File: src/hw/rtl/uart_pkg.sv
// ----------------------------------------------------------------------------
// uart_pkg
// Shared types and constants of the 8N1 transceiver with receive ring
// ----------------------------------------------------------------------------
`default_nettype none

package uart_pkg;

    localparam int RING_DEPTH    = 16;
    localparam int RING_AW       = $clog2(RING_DEPTH);
    localparam int TICKS_PER_BIT = 3;
    localparam int FRAME_BITS    = 9;
    localparam int QUEUE_DEPTH   = 2;
    localparam int QUEUE_AW      = $clog2(QUEUE_DEPTH);
    localparam int QUEUE_CW      = $clog2(QUEUE_DEPTH + 1);
    localparam int TX_TICK_W     = $clog2(TICKS_PER_BIT + 1);
    localparam int RX_TICK_W     = $clog2(TICKS_PER_BIT + 2);
    localparam int BITS_W        = 4;
    localparam int COUNT_W       = 8;

    localparam logic [1:0] REQ_TICK = 2'd0;
    localparam logic [1:0] REQ_SEND = 2'd1;
    localparam logic [1:0] REQ_READ = 2'd2;

    localparam logic [1:0] STATUS_OK       = 2'd0;
    localparam logic [1:0] STATUS_DISABLED = 2'd1;
    localparam logic [1:0] STATUS_BUSY     = 2'd2;

    typedef enum logic [2:0] {
        CMD_NOP,
        CMD_OFF,
        CMD_TICK,
        CMD_SEND,
        CMD_READ
    } t_cmd;

    typedef struct packed {
        logic [1:0] req_type;
        logic       rx_level;
        logic [7:0] tx_byte;
    } t_in_word;

    typedef struct packed {
        logic       tx_level;
        logic [7:0] rx_data;
        logic [1:0] status;
    } t_out_word;

    typedef struct packed {
        t_cmd       cmd;
        logic       rx_level;
        logic [7:0] tx_byte;
    } t_op;

    typedef struct packed {
        logic full;
        logic empty;
    } t_q_stat;

endpackage

`default_nettype wire

File: src/hw/rtl/uart_front.sv
// ----------------------------------------------------------------------------
// uart_front
// Accepts request words and classifies them into commands for the queue
// ----------------------------------------------------------------------------
`default_nettype none

module uart_front (
    input  wire                 i_in_valid,
    output logic                o_in_stall,
    input  uart_pkg::t_in_word  i_in_word,
    input  wire                 i_enable,
    input  uart_pkg::t_q_stat   i_q_stat,
    output logic                o_push,
    output uart_pkg::t_op       o_op
);
    import uart_pkg::*;

    assign o_in_stall = i_q_stat.full;
    assign o_push     = i_in_valid && !i_q_stat.full;

    always_comb begin
        o_op.rx_level = i_in_word.rx_level;
        o_op.tx_byte  = i_in_word.tx_byte;
        priority if (i_in_word.req_type != REQ_TICK && i_in_word.req_type != REQ_SEND
                     && i_in_word.req_type != REQ_READ) begin
            o_op.cmd = CMD_NOP;
        end else if (!i_enable) begin
            o_op.cmd = CMD_OFF;
        end else if (i_in_word.req_type == REQ_TICK) begin
            o_op.cmd = CMD_TICK;
        end else if (i_in_word.req_type == REQ_SEND) begin
            o_op.cmd = CMD_SEND;
        end else begin
            o_op.cmd = CMD_READ;
        end
    end

endmodule

`default_nettype wire

File: src/hw/rtl/uart_queue.sv
// ----------------------------------------------------------------------------
// uart_queue
// Short command queue between front and back
// ----------------------------------------------------------------------------
`default_nettype none

module uart_queue (
    input  wire                 i_clk,
    input  wire                 i_rst_n,
    input  wire                 i_push,
    input  uart_pkg::t_op       i_op,
    input  wire                 i_pop,
    output uart_pkg::t_op       o_op,
    output uart_pkg::t_q_stat   o_stat
);
    import uart_pkg::*;

    t_op                 r_mem [QUEUE_DEPTH];
    logic [QUEUE_AW-1:0] r_wr_ptr;
    logic [QUEUE_AW-1:0] r_rd_ptr;
    logic [QUEUE_CW-1:0] r_count;

    assign o_op         = r_mem[r_rd_ptr];
    assign o_stat.full  = (r_count == QUEUE_CW'(QUEUE_DEPTH));
    assign o_stat.empty = (r_count == '0);

    always_ff @(posedge i_clk) begin
        if (i_push) begin
            r_mem[r_wr_ptr] <= i_op;
        end
    end

    always_ff @(posedge i_clk) begin
        if (!i_rst_n) begin
            r_wr_ptr <= '0;
            r_rd_ptr <= '0;
            r_count  <= '0;
        end else begin
            if (i_push) begin
                r_wr_ptr <= r_wr_ptr + 1'b1;
            end
            if (i_pop) begin
                r_rd_ptr <= r_rd_ptr + 1'b1;
            end
            unique case ({i_push, i_pop})
                2'b10:   r_count <= r_count + 1'b1;
                2'b01:   r_count <= r_count - 1'b1;
                default: r_count <= r_count;
            endcase
        end
    end

endmodule

`default_nettype wire

File: src/hw/rtl/uart_back.sv
// ----------------------------------------------------------------------------
// uart_back
// Executes commands: receiver, transmitter, receive ring and result register
// ----------------------------------------------------------------------------
`default_nettype none

module uart_back (
    input  wire                 i_clk,
    input  wire                 i_rst_n,
    input  uart_pkg::t_op       i_op,
    input  uart_pkg::t_q_stat   i_q_stat,
    output logic                o_pop,
    output logic                o_out_valid,
    input  wire                 i_out_stall,
    output uart_pkg::t_out_word o_out_word
);
    import uart_pkg::*;

    logic [7:0]           r_ring [RING_DEPTH];

    logic [7:0]           r_tx_shift,   n_tx_shift;
    logic [7:0]           r_rx_shift,   n_rx_shift;
    logic [TX_TICK_W-1:0] r_tx_tick,    n_tx_tick;
    logic [RX_TICK_W-1:0] r_rx_tick,    n_rx_tick;
    logic [BITS_W-1:0]    r_tx_bits,    n_tx_bits;
    logic [BITS_W-1:0]    r_rx_bits,    n_rx_bits;
    logic                 r_tx_busy,    n_tx_busy;
    logic                 r_rx_busy,    n_rx_busy;
    logic                 r_tx_line,    n_tx_line;
    logic [COUNT_W-1:0]   r_wr_count,   n_wr_count;
    logic [COUNT_W-1:0]   r_rd_count,   n_rd_count;
    logic                 r_out_valid;
    t_out_word            r_out_word;

    logic                 w_ring_we;
    logic                 w_rd_ok;
    logic [1:0]           w_status;
    logic [TX_TICK_W-1:0] w_tx_dec;
    logic [RX_TICK_W-1:0] w_rx_dec;
    logic [BITS_W-1:0]    w_tx_bits_dec;
    logic [BITS_W-1:0]    w_rx_bits_dec;

    assign o_pop       = !i_q_stat.empty && (!r_out_valid || !i_out_stall);
    assign o_out_valid = r_out_valid;
    assign o_out_word  = r_out_word;

    assign w_tx_dec      = r_tx_tick - 1'b1;
    assign w_rx_dec      = r_rx_tick - 1'b1;
    assign w_tx_bits_dec = r_tx_bits - 1'b1;
    assign w_rx_bits_dec = r_rx_bits - 1'b1;

    always_comb begin
        n_tx_shift = r_tx_shift;
        n_rx_shift = r_rx_shift;
        n_tx_tick  = r_tx_tick;
        n_rx_tick  = r_rx_tick;
        n_tx_bits  = r_tx_bits;
        n_rx_bits  = r_rx_bits;
        n_tx_busy  = r_tx_busy;
        n_rx_busy  = r_rx_busy;
        n_tx_line  = r_tx_line;
        n_wr_count = r_wr_count;
        n_rd_count = r_rd_count;
        w_ring_we  = 1'b0;
        w_rd_ok    = 1'b0;
        w_status   = STATUS_OK;
        unique case (i_op.cmd)
            CMD_OFF: begin
                w_status = STATUS_DISABLED;
            end
            CMD_TICK: begin
                // receiver
                if (r_rx_busy) begin
                    n_rx_tick = w_rx_dec;
                    if (w_rx_dec == '0) begin
                        n_rx_tick = RX_TICK_W'(TICKS_PER_BIT);
                        n_rx_bits = w_rx_bits_dec;
                        if (w_rx_bits_dec == '0) begin
                            n_rx_busy  = 1'b0;
                            w_ring_we  = 1'b1;
                            n_wr_count = r_wr_count + 1'b1;
                        end else begin
                            n_rx_shift = {i_op.rx_level, r_rx_shift[7:1]};
                        end
                    end
                end else if (!i_op.rx_level) begin
                    n_rx_busy = 1'b1;
                    n_rx_tick = RX_TICK_W'(TICKS_PER_BIT + 1);
                    n_rx_bits = BITS_W'(FRAME_BITS);
                end
                // transmitter
                if (r_tx_busy) begin
                    n_tx_tick = w_tx_dec;
                    if (w_tx_dec == '0) begin
                        n_tx_tick = TX_TICK_W'(TICKS_PER_BIT);
                        if (r_tx_bits == '0) begin
                            n_tx_line = 1'b0;
                            n_tx_bits = BITS_W'(FRAME_BITS);
                        end else begin
                            n_tx_bits = w_tx_bits_dec;
                            if (w_tx_bits_dec == '0) begin
                                n_tx_line = 1'b1;
                                n_tx_busy = 1'b0;
                            end else begin
                                n_tx_line  = r_tx_shift[0];
                                n_tx_shift = {1'b0, r_tx_shift[7:1]};
                            end
                        end
                    end
                end
            end
            CMD_SEND: begin
                if (r_tx_busy) begin
                    w_status = STATUS_BUSY;
                end else begin
                    n_tx_shift = i_op.tx_byte;
                    n_tx_busy  = 1'b1;
                end
            end
            CMD_READ: begin
                if (r_wr_count == r_rd_count) begin
                    w_status = STATUS_BUSY;
                end else begin
                    w_rd_ok    = 1'b1;
                    n_rd_count = r_rd_count + 1'b1;
                end
            end
            CMD_NOP: begin
                w_status = STATUS_OK;
            end
            default: begin
                w_status = STATUS_OK;
            end
        endcase
    end

    always_ff @(posedge i_clk) begin
        if (o_pop && w_ring_we) begin
            r_ring[r_wr_count[RING_AW-1:0]] <= r_rx_shift;
        end
        if (o_pop) begin
            r_out_word.tx_level <= n_tx_line;
            r_out_word.status   <= w_status;
            r_out_word.rx_data  <= w_rd_ok ? r_ring[r_rd_count[RING_AW-1:0]] : 8'd0;
        end
    end

    always_ff @(posedge i_clk) begin
        if (!i_rst_n) begin
            r_tx_shift  <= '0;
            r_rx_shift  <= '0;
            r_tx_tick   <= TX_TICK_W'(TICKS_PER_BIT);
            r_rx_tick   <= '0;
            r_tx_bits   <= '0;
            r_rx_bits   <= '0;
            r_tx_busy   <= 1'b0;
            r_rx_busy   <= 1'b0;
            r_tx_line   <= 1'b1;
            r_wr_count  <= '0;
            r_rd_count  <= '0;
            r_out_valid <= 1'b0;
        end else begin
            if (o_pop) begin
                r_tx_shift  <= n_tx_shift;
                r_rx_shift  <= n_rx_shift;
                r_tx_tick   <= n_tx_tick;
                r_rx_tick   <= n_rx_tick;
                r_tx_bits   <= n_tx_bits;
                r_rx_bits   <= n_rx_bits;
                r_tx_busy   <= n_tx_busy;
                r_rx_busy   <= n_rx_busy;
                r_tx_line   <= n_tx_line;
                r_wr_count  <= n_wr_count;
                r_rd_count  <= n_rd_count;
                r_out_valid <= 1'b1;
            end else if (!i_out_stall) begin
                r_out_valid <= 1'b0;
            end
        end
    end

endmodule

`default_nettype wire

File: src/hw/rtl/uart_8n1_transceiver_fifo.sv
// ----------------------------------------------------------------------------
// uart_8n1_transceiver_fifo
// 8N1 transceiver driven by request words, with a 16-entry receive ring
// ----------------------------------------------------------------------------
// a request word is held in the queue, then its result is registered in the result register
// throughput: one request word per cycle while neither the queue nor the output stalls
// a two-entry queue parts the input side from the result register
// reset (synchronous, active low) clears control state and disables the block
// ring contents are not cleared and hold garbage until written
`default_nettype none

module uart_8n1_transceiver_fifo (
    input  wire                 i_clk,
    input  wire                 i_rst_n,
    input  wire                 i_in_valid,
    output logic                o_in_stall,
    input  uart_pkg::t_in_word  i_in_word,
    output logic                o_out_valid,
    input  wire                 i_out_stall,
    output uart_pkg::t_out_word o_out_word,
    input  wire                 i_cfg_wen,
    input  wire                 i_cfg_wdata
);
    import uart_pkg::*;

    logic    r_enable;
    logic    w_push;
    logic    w_pop;
    t_op     w_front_op;
    t_op     w_head_op;
    t_q_stat w_q_stat;

    always_ff @(posedge i_clk) begin
        if (!i_rst_n) begin
            r_enable <= 1'b0;
        end else if (i_cfg_wen) begin
            r_enable <= i_cfg_wdata;
        end
    end

    uart_front u_front (
        .i_in_valid (i_in_valid),
        .o_in_stall (o_in_stall),
        .i_in_word  (i_in_word),
        .i_enable   (r_enable),
        .i_q_stat   (w_q_stat),
        .o_push     (w_push),
        .o_op       (w_front_op)
    );

    uart_queue u_queue (
        .i_clk   (i_clk),
        .i_rst_n (i_rst_n),
        .i_push  (w_push),
        .i_op    (w_front_op),
        .i_pop   (w_pop),
        .o_op    (w_head_op),
        .o_stat  (w_q_stat)
    );

    uart_back u_back (
        .i_clk       (i_clk),
        .i_rst_n     (i_rst_n),
        .i_op        (w_head_op),
        .i_q_stat    (w_q_stat),
        .o_pop       (w_pop),
        .o_out_valid (o_out_valid),
        .i_out_stall (i_out_stall),
        .o_out_word  (o_out_word)
    );

    a_no_pop_empty: assert property (@(posedge i_clk) disable iff (!i_rst_n)
        w_pop |-> !w_q_stat.empty)
        else $error("pop from empty queue");

    a_push_fills: assert property (@(posedge i_clk) disable iff (!i_rst_n)
        w_push |=> !w_q_stat.empty)
        else $error("queue empty after push");

    a_full_xor_empty: assert property (@(posedge i_clk) disable iff (!i_rst_n)
        !(w_q_stat.full && w_q_stat.empty))
        else $error("queue full and empty at once");

endmodule

`default_nettype wire
File: config.mk
export PLATFORM = sky130hd
export DESIGN_NAME = uart_8n1_transceiver_fifo
export DESIGN_NICKNAME = d
export VERILOG_FILES = /design/src/hw/rtl/uart_pkg.sv /design/src/hw/rtl/uart_front.sv /design/src/hw/rtl/uart_queue.sv /design/src/hw/rtl/uart_back.sv /design/src/hw/rtl/uart_8n1_transceiver_fifo.sv
export SDC_FILE = /design/constraint.sdc
export NUM_CORES = 1
export LEC_CHECK = 0
export BUFFER_PORTS_ARGS = -buffer_cell sky130_fd_sc_hd__buf_2
export CELL_PAD_IN_SITES_DETAIL_PLACEMENT = 1
export CELL_PAD_IN_SITES_GLOBAL_PLACEMENT = 1
export CORE_ASPECT_RATIO = 1.25
export CORE_UTILIZATION = 56
export CTS_CLUSTER_DIAMETER = 150
export DETAILED_ROUTE_END_ITERATION = 12
export PLACE_DENSITY_LB_ADDON = 0.05
export SYNTH_ARGS = -nofsm -noshare
export SYNTH_HDL_FRONTEND = slang
export SYNTH_SLANG_ARGS = --single-unit
File: constraint.sdc
create_clock -name i_clk -period 7.2 [get_ports i_clk]
set_clock_uncertainty 0.05 [all_clocks]
set_input_delay 0.72 -clock i_clk [delete_from_list [all_inputs] [get_ports i_clk]]
set_output_delay 0.72 -clock i_clk [all_outputs]
set_load 0.03 [all_outputs]
==> results of run 1 <==
==> state kept, by name (all words and copies together), names as in the netlist, 3 cells and up, named ones only <==
register           flops
u_back.r_ring        128
u_back.r_wr_count      8
u_back.r_rx_bits       4
u_back.r_rd_count      8
u_back.r_rx_shift      8
u_back.r_tx_bits       4
u_back.r_rx_tick       3
u_back.r_tx_shift      8
u_queue.r_mem         24
u_back.o_out_word     11
==> cell usage in the layout (no fill, tap or decap), types with 12 or more instances in the layout <==
cell	n
a211oi_1	18
a21oi_1	26
and3_1	16
buf_2	29
clkbuf_16	23
dfxtp_1	54
edfxtp_1	163
mux2i_1	31
mux4_2	32
nand2_1	30
nor2_1	46
nor2b_1	12
o21ai_0	13
==> final cells by class <==
class / instances / area share
Tap cell: 212 / 0.02631
Sequential cell: 218 / 0.5949
Timing Repair Buffer: 34 / 0.01812
Inverter: 11 / 0.004096
Clock inverter: 12 / 0.01291
Clock buffer: 27 / 0.05858
Multi-Input combinational cell: 351 / 0.2851
==> logic make-up (layout without fill, tap and decap cells) <==
group	count (synthesis)	in the layout	synth area share
compound gates	96	96	0.07486
fa+ha+maj	10	10	0.01384
simple gates	163	163	0.09534
flops	218	218	0.6631
xor+xnor	14	14	0.01356
buf+inv	40	84	0.01909
mux	68	68	0.1202
==> power by group <==
group          internal [mW]  switching (mW)  total [mW]
Clock                  0.688           0.455        1.14
Combinational         0.0906           0.186       0.276
Sequential              1.41          0.0534        1.46
==> critical path, delay by kind of cell (launching register included) <==
family / cells / cell delay (ns)
AND/OR/NAND/NOR: 3 / 2.00
flip-flops: 1 / 0.93
AO/OA/AOI/OAI: 1 / 0.46
==> per-stage QoR <==
stage	instances	worst slack (ns)	area (um2)
after floorplan	609	4.408	9042
after global routing	865	3.154	10080
after CTS	865	3.346	10080
after global placement	826	3.374	9360
final	865	3.407	10080
after detailed placement	826	3.188	9360
==> layer usage <==
| layer | vias up | share of wire | global-route usage |
|---|---|---|---|
| li1 | 2428 | - | - |
| met1 | 2642 | 0.39 | 0.3016 |
| met2 | 138 | 0.54 | 0.4677 |
| met3 | 42 | 0.042 | 0.03730 |
| met4 | 0 | 0.035 | 0.09987 |
| met5 | - | 0 | 0 |
==> worst min path at each step <==
| stage | start | end | cells after the start |
|---|---|---|---|
| global placement | u_back.r_tx_shift[7] | u_back.r_tx_shift[7] | 2 |
| CTS | i_in_word[1] | u_queue.r_mem[0][1] | 1 |
| global route | i_in_word[5] | u_queue.r_mem[0][5] | 1 |
| floorplan | u_back.r_tx_shift[7] | u_back.r_tx_shift[7] | 2 |
| finish | i_in_word[2] | u_queue.r_mem[1][2] | 1 |
| detailed placement | u_back.r_tx_shift[3] | u_back.r_tx_shift[3] | 2 |
==> run summary, run 1 <==
#FFs+latches synth: 218
Fmax: 263.7 MHz
TritonCTS clock tree: yes
First-pass GRT wire length: 31.19 mm
Crit path DAT: 3.90 ns
Largest area contributor in the netlist: edfxtp_1
Gpl congestion: 0.8205
H-tree levels: 1
Post-Route Setup TNS: 0 ns
Critical Path, Cell by Cell: and4bb_2, o2111ai_2, nor2_1, and3_1
Critical path launch point type: flip-flop
Initial core utilization: 0.5760
DIE HEIGHT: 144.1 um
Routed Antenna Nets: 0
Largest net degree at the start of global routing: 40
Setup crit end kind: flip-flop
RR Endpoint: u_back.r_ring[12][5]
Largest cells by area after synthesis: edfxtp_1 (54%), dfxtp_1 (12%), mux4_2 (8.0%), mux2i_1 (3.4%), nor2_1 (1.9%)
Iteration-0 DRC Markers: 401
Power Density: 286.1 nW/um2
Final wirelength: 20.33 mm
Setup repair bufs after CTS: 0
CP max stage cell: nor2_1
R2r setup slk: 3.41 ns
GRT Total Usage: 0.2556
Sequential-to-total area share from yosys stat: 0.6631
Chip Width: 115.7 um
Leakage: 3.557 nW
Post-CTS sizing: 0
CTS clk-pin slew, worst paths: 0.06 ns
Final Hold Slack: 0.3623 ns
Clk buf depth: 3
Initial antenna violation count: 0
Worst slew margin: 0.1255
Number of buffers added on ports: 29
Final Critical Period: 3.793 ns
RSZ-0062 raised after global routing: no
Most numerous cell in the Yosys netlist: edfxtp_1
Clock Sinks: 218
Mean routed wirelength per cell: 23.50 um
Mapped Area: 9042 um2
Synthesized instance count: 609
I/O pins: 30
Hold_buf cts: 0
Overflow left after global routing: 0
Reg area: 5997 um2
Worst-Margin Slew: 1.302 ns
Cts bufs inserted: 22
DRC violations left: 0
Dpl hpwl: 13.77 mm
Reg2reg path depth: 4
Post-synthesis cell type count: 58
Layout cells sized above 1: 0.1776
DIE AREA: 16,660 um2
Fin crit share: 0.5268
Synth cell count leaders: edfxtp_1 (163), dfxtp_1 (55), nor2_1 (46), mux4_2 (32), mux2i_1 (31)
Yosys warns: 0
Pre-antenna DRT Iters: 4
CP max stage delay: 1.02 ns
CP Capture Point: u_back.r_ring[12][5]
Post-synth EDFFs: 163
Worst skew pair latency: 0.50 ns
Via count: 5,250
Final setup vio count: 0
DR vias/cell: 6.069
Mapped Nets: 636
CTS root buffer: clkbuf_16
Nets: 665
Area of the multi-input gates: 2874 um2
Area grow syn2layout: 11.48%
Dominant synthesized flop cell: edfxtp_1
Crit-path max FO: 21
N_diodes: 0
Peak supply drop: 0.2445 mV
Synth top area share: 0.5413
Endpoints failing hold: 0
Max cap viols: 0
Max Transition Viols Final: 0
Mapped Avg Cell Area: 14.85 um2
Standard-cell rows: 51
CP required: 7.30 ns
Status: completed
Util after Layout: 0.6422
Filler cells: 1,476
Number of global-route vias before repair: 5,541
Hold WC Path Type: input port to flip-flop
Async S/R FF share, synth: 0
Floorplan core area: 15,700 um2
Overall Power: 2.884 mW
Critical path type: flip-flop to flip-flop
Note: power is estimated with default switching activity, not from simulation.
==> run 2, diff against run 1 <==
- CORE_UTILIZATION: 56 -> 52
- clock period: 7.2 -> 3.9 ns (I/O delays scaled with it)
==> run 2 against run 1 <==
  * Largest cell class unchanged
  * Clock-buffer cell count down 2
  * Via count down 0.90%
  * Sequential share of layout area down 0.79 points
  * Non-clock buffer count up 6
  * Register-to-register slack worse by 2.5 ns
  * Worst hold slack worse by 0.35 ns
  * Fmax up 26%
  * Critical path depth up 2
  * Flip-flop and latch count unchanged
  * Final cell count up 1.7%
==> run summary, run 2 (same netlist as run 1, synthesis figures left out) <==
Leakage: 3.612 nW
Area grow syn2layout: 12.98%
Crit path max-delay family: simple AND/OR/NAND/NOR gates
Number of buffers added on ports: 29
DR vias/cell: 5.913
Largest net degree at the start of global routing: 37
TritonCTS clock tree: yes
Layout cells sized above 1: 0.1909
Util after Layout: 0.6041
Clock Sinks: 218
Register share of total power: 0.481
Number of global-route vias before repair: 5,680
Endpoints failing hold: 0
Hold path cells: 1
Cts bufs inserted: 22
RR Endpoint: u_back.r_ring[3][3]
CP max stage delay: 0.83 ns
Via count: 5,203
Peak supply drop: 0.3988 mV
Crit path DAT: 3.08 ns
Logic pwr share: 0.103
Max Transition Viols Final: 0
Routed Antenna Nets: 0
First-pass GRT wire length: 32.20 mm
Hold_sp: i_in_word[2]
Final wirelength: 20.64 mm
Clk pwr share: 0.416
Post-CTS sizing: 0
Hold WC Path Type: input port to flip-flop
Initial antenna violation count: 0
DIE HEIGHT: 149.4 um
Reg2reg path depth: 6
Pint: 4.195 mW
CP required: 3.98 ns
Critical path launch point type: flip-flop
Pre-antenna DRT Iters: 4
Crit-path max FO: 20
Setup repair bufs after CTS: 0
Setup crit end kind: flip-flop
Worst skew pair latency: 0.51 ns
Fin crit share: 0.7695
Final Critical Period: 3.001 ns
Most frequent cells in the layout: edfxtp_1 (163), dfxtp_1 (54), nor2_1 (46), mux4_2 (32), mux2i_1 (31)
CTS clk-pin slew, worst paths: 0.06 ns
I/O pins: 30
Overflow left after global routing: 0
Clk buf depth: 3
R2r setup slk: 0.90 ns
Switching power: 1.346 mW
CP bufs+invs: 1
Commonest non-fill, non-tap cell in the layout: edfxtp_1
Iteration-0 DRC Markers: 310
Max FFs per register: 128
Dpl hpwl: 13.88 mm
Critical Path, Cell by Cell: buf_4, nor4b_4, o21ai_1, nor2_1, nand3_1, nor3_1
Fmax: 333.2 MHz
Max cap viols: 0
RSZ-0062 raised after global routing: no
CTS root buffer: clkbuf_16
Standard-cell rows: 53
H-tree levels: 1
Status: completed
Floorplan core area: 16,910 um2
Nets: 671
Post-route insts no fill: 880
Placed Cells incl. Taps: 840
Mean routed wirelength per cell: 23.46 um
Power Density: 542.4 nW/um2
DRC violations left: 0
Final setup vio count: 0
Worst-Margin Slew: 1.093 ns
Chip Width: 119.9 um
Post-Route Setup TNS: 0 ns
DIE AREA: 17,920 um2
Hold_buf cts: 0
N_diodes: 0
Final Hold Slack: 0.01671 ns
GRT Total Usage: 0.2438
Worst slew margin: 0.2665
CP max stage cell: nor3_1
Critical path type: flip-flop to flip-flop
Sw frac: 0.2429
Initial core utilization: 0.5347
Gpl congestion: 0.7809
Hold worst-path end: u_queue.r_mem[0][2]
## run 2: worst register-to-register path: stages (launching register included)
cell	delay, ns
dfxtp_1	0.32
buf_4	0.22
nor4b_4	0.43
o21ai_1	0.26
nor2_1	0.33
nand3_1	0.18
nor3_1	0.83
## run 2: per-stage QoR
step	cell area (um2)	total power [mW]	setup slack [ns]
2_1_floorplan	9042	3.111	1.358
3_3_place_gp	9415	3.263	1.032
3_5_place_dp	9415	3.290	0.9124
4_1_cts	10220	5.594	0.8636
5_1_grt	10220	5.720	0.6969
6_report	10220	5.542	0.8991
## run 2: power by group through the flow
stage | Clock (mW) | Sequential, mW | Combinational, mW
after floorplan | 0 | 2.79 | 0.320
final | 2.31 | 2.66 | 0.573
after global placement | 0 | 2.70 | 0.558
after detailed placement | 0 | 2.71 | 0.578
after global routing | 2.42 | 2.67 | 0.625
after CTS | 2.35 | 2.66 | 0.580
## run 2: layer usage
| layer | global-route usage | routed length, um | up-vias |
|---|---|---|---|
| li1 | - | - | 2439 |
| met1 | 0.2716 | 7608 | 2586 |
| met2 | 0.4612 | 11310 | 139 |
| met3 | 0.03201 | 1028 | 39 |
| met4 | 0.1050 | 699 | 0 |
| met5 | 0 | 0 | - |
## run 2: final cells by class
class | count | area, um2
multi-input cells | 351 | 2874
clock inverters | 15 | 217.7
flip-flops and latches | 218 | 5997
inverters | 11 | 41.29
well taps | 220 | 275.3
fillers | 1602 | 6694
clock buffers | 25 | 583.1
repair buffers | 40 | 227.7
## run 2: worst max-delay path by stage
stage,endpoint,startpoint,cells after the start,slack (ns)
finish,u_back.r_ring[3][3],flip-flop,6,0.90
global route,u_back.r_ring[3][3],flip-flop,6,0.70
global placement,u_back.r_ring[3][7],flip-flop,6,1.03
CTS,u_back.r_ring[3][3],flip-flop,6,0.86
floorplan,u_back.r_ring[15][0],u_back.r_rx_bits[0],7,1.36
detailed placement,u_back.r_ring[3][3],flip-flop,6,0.91
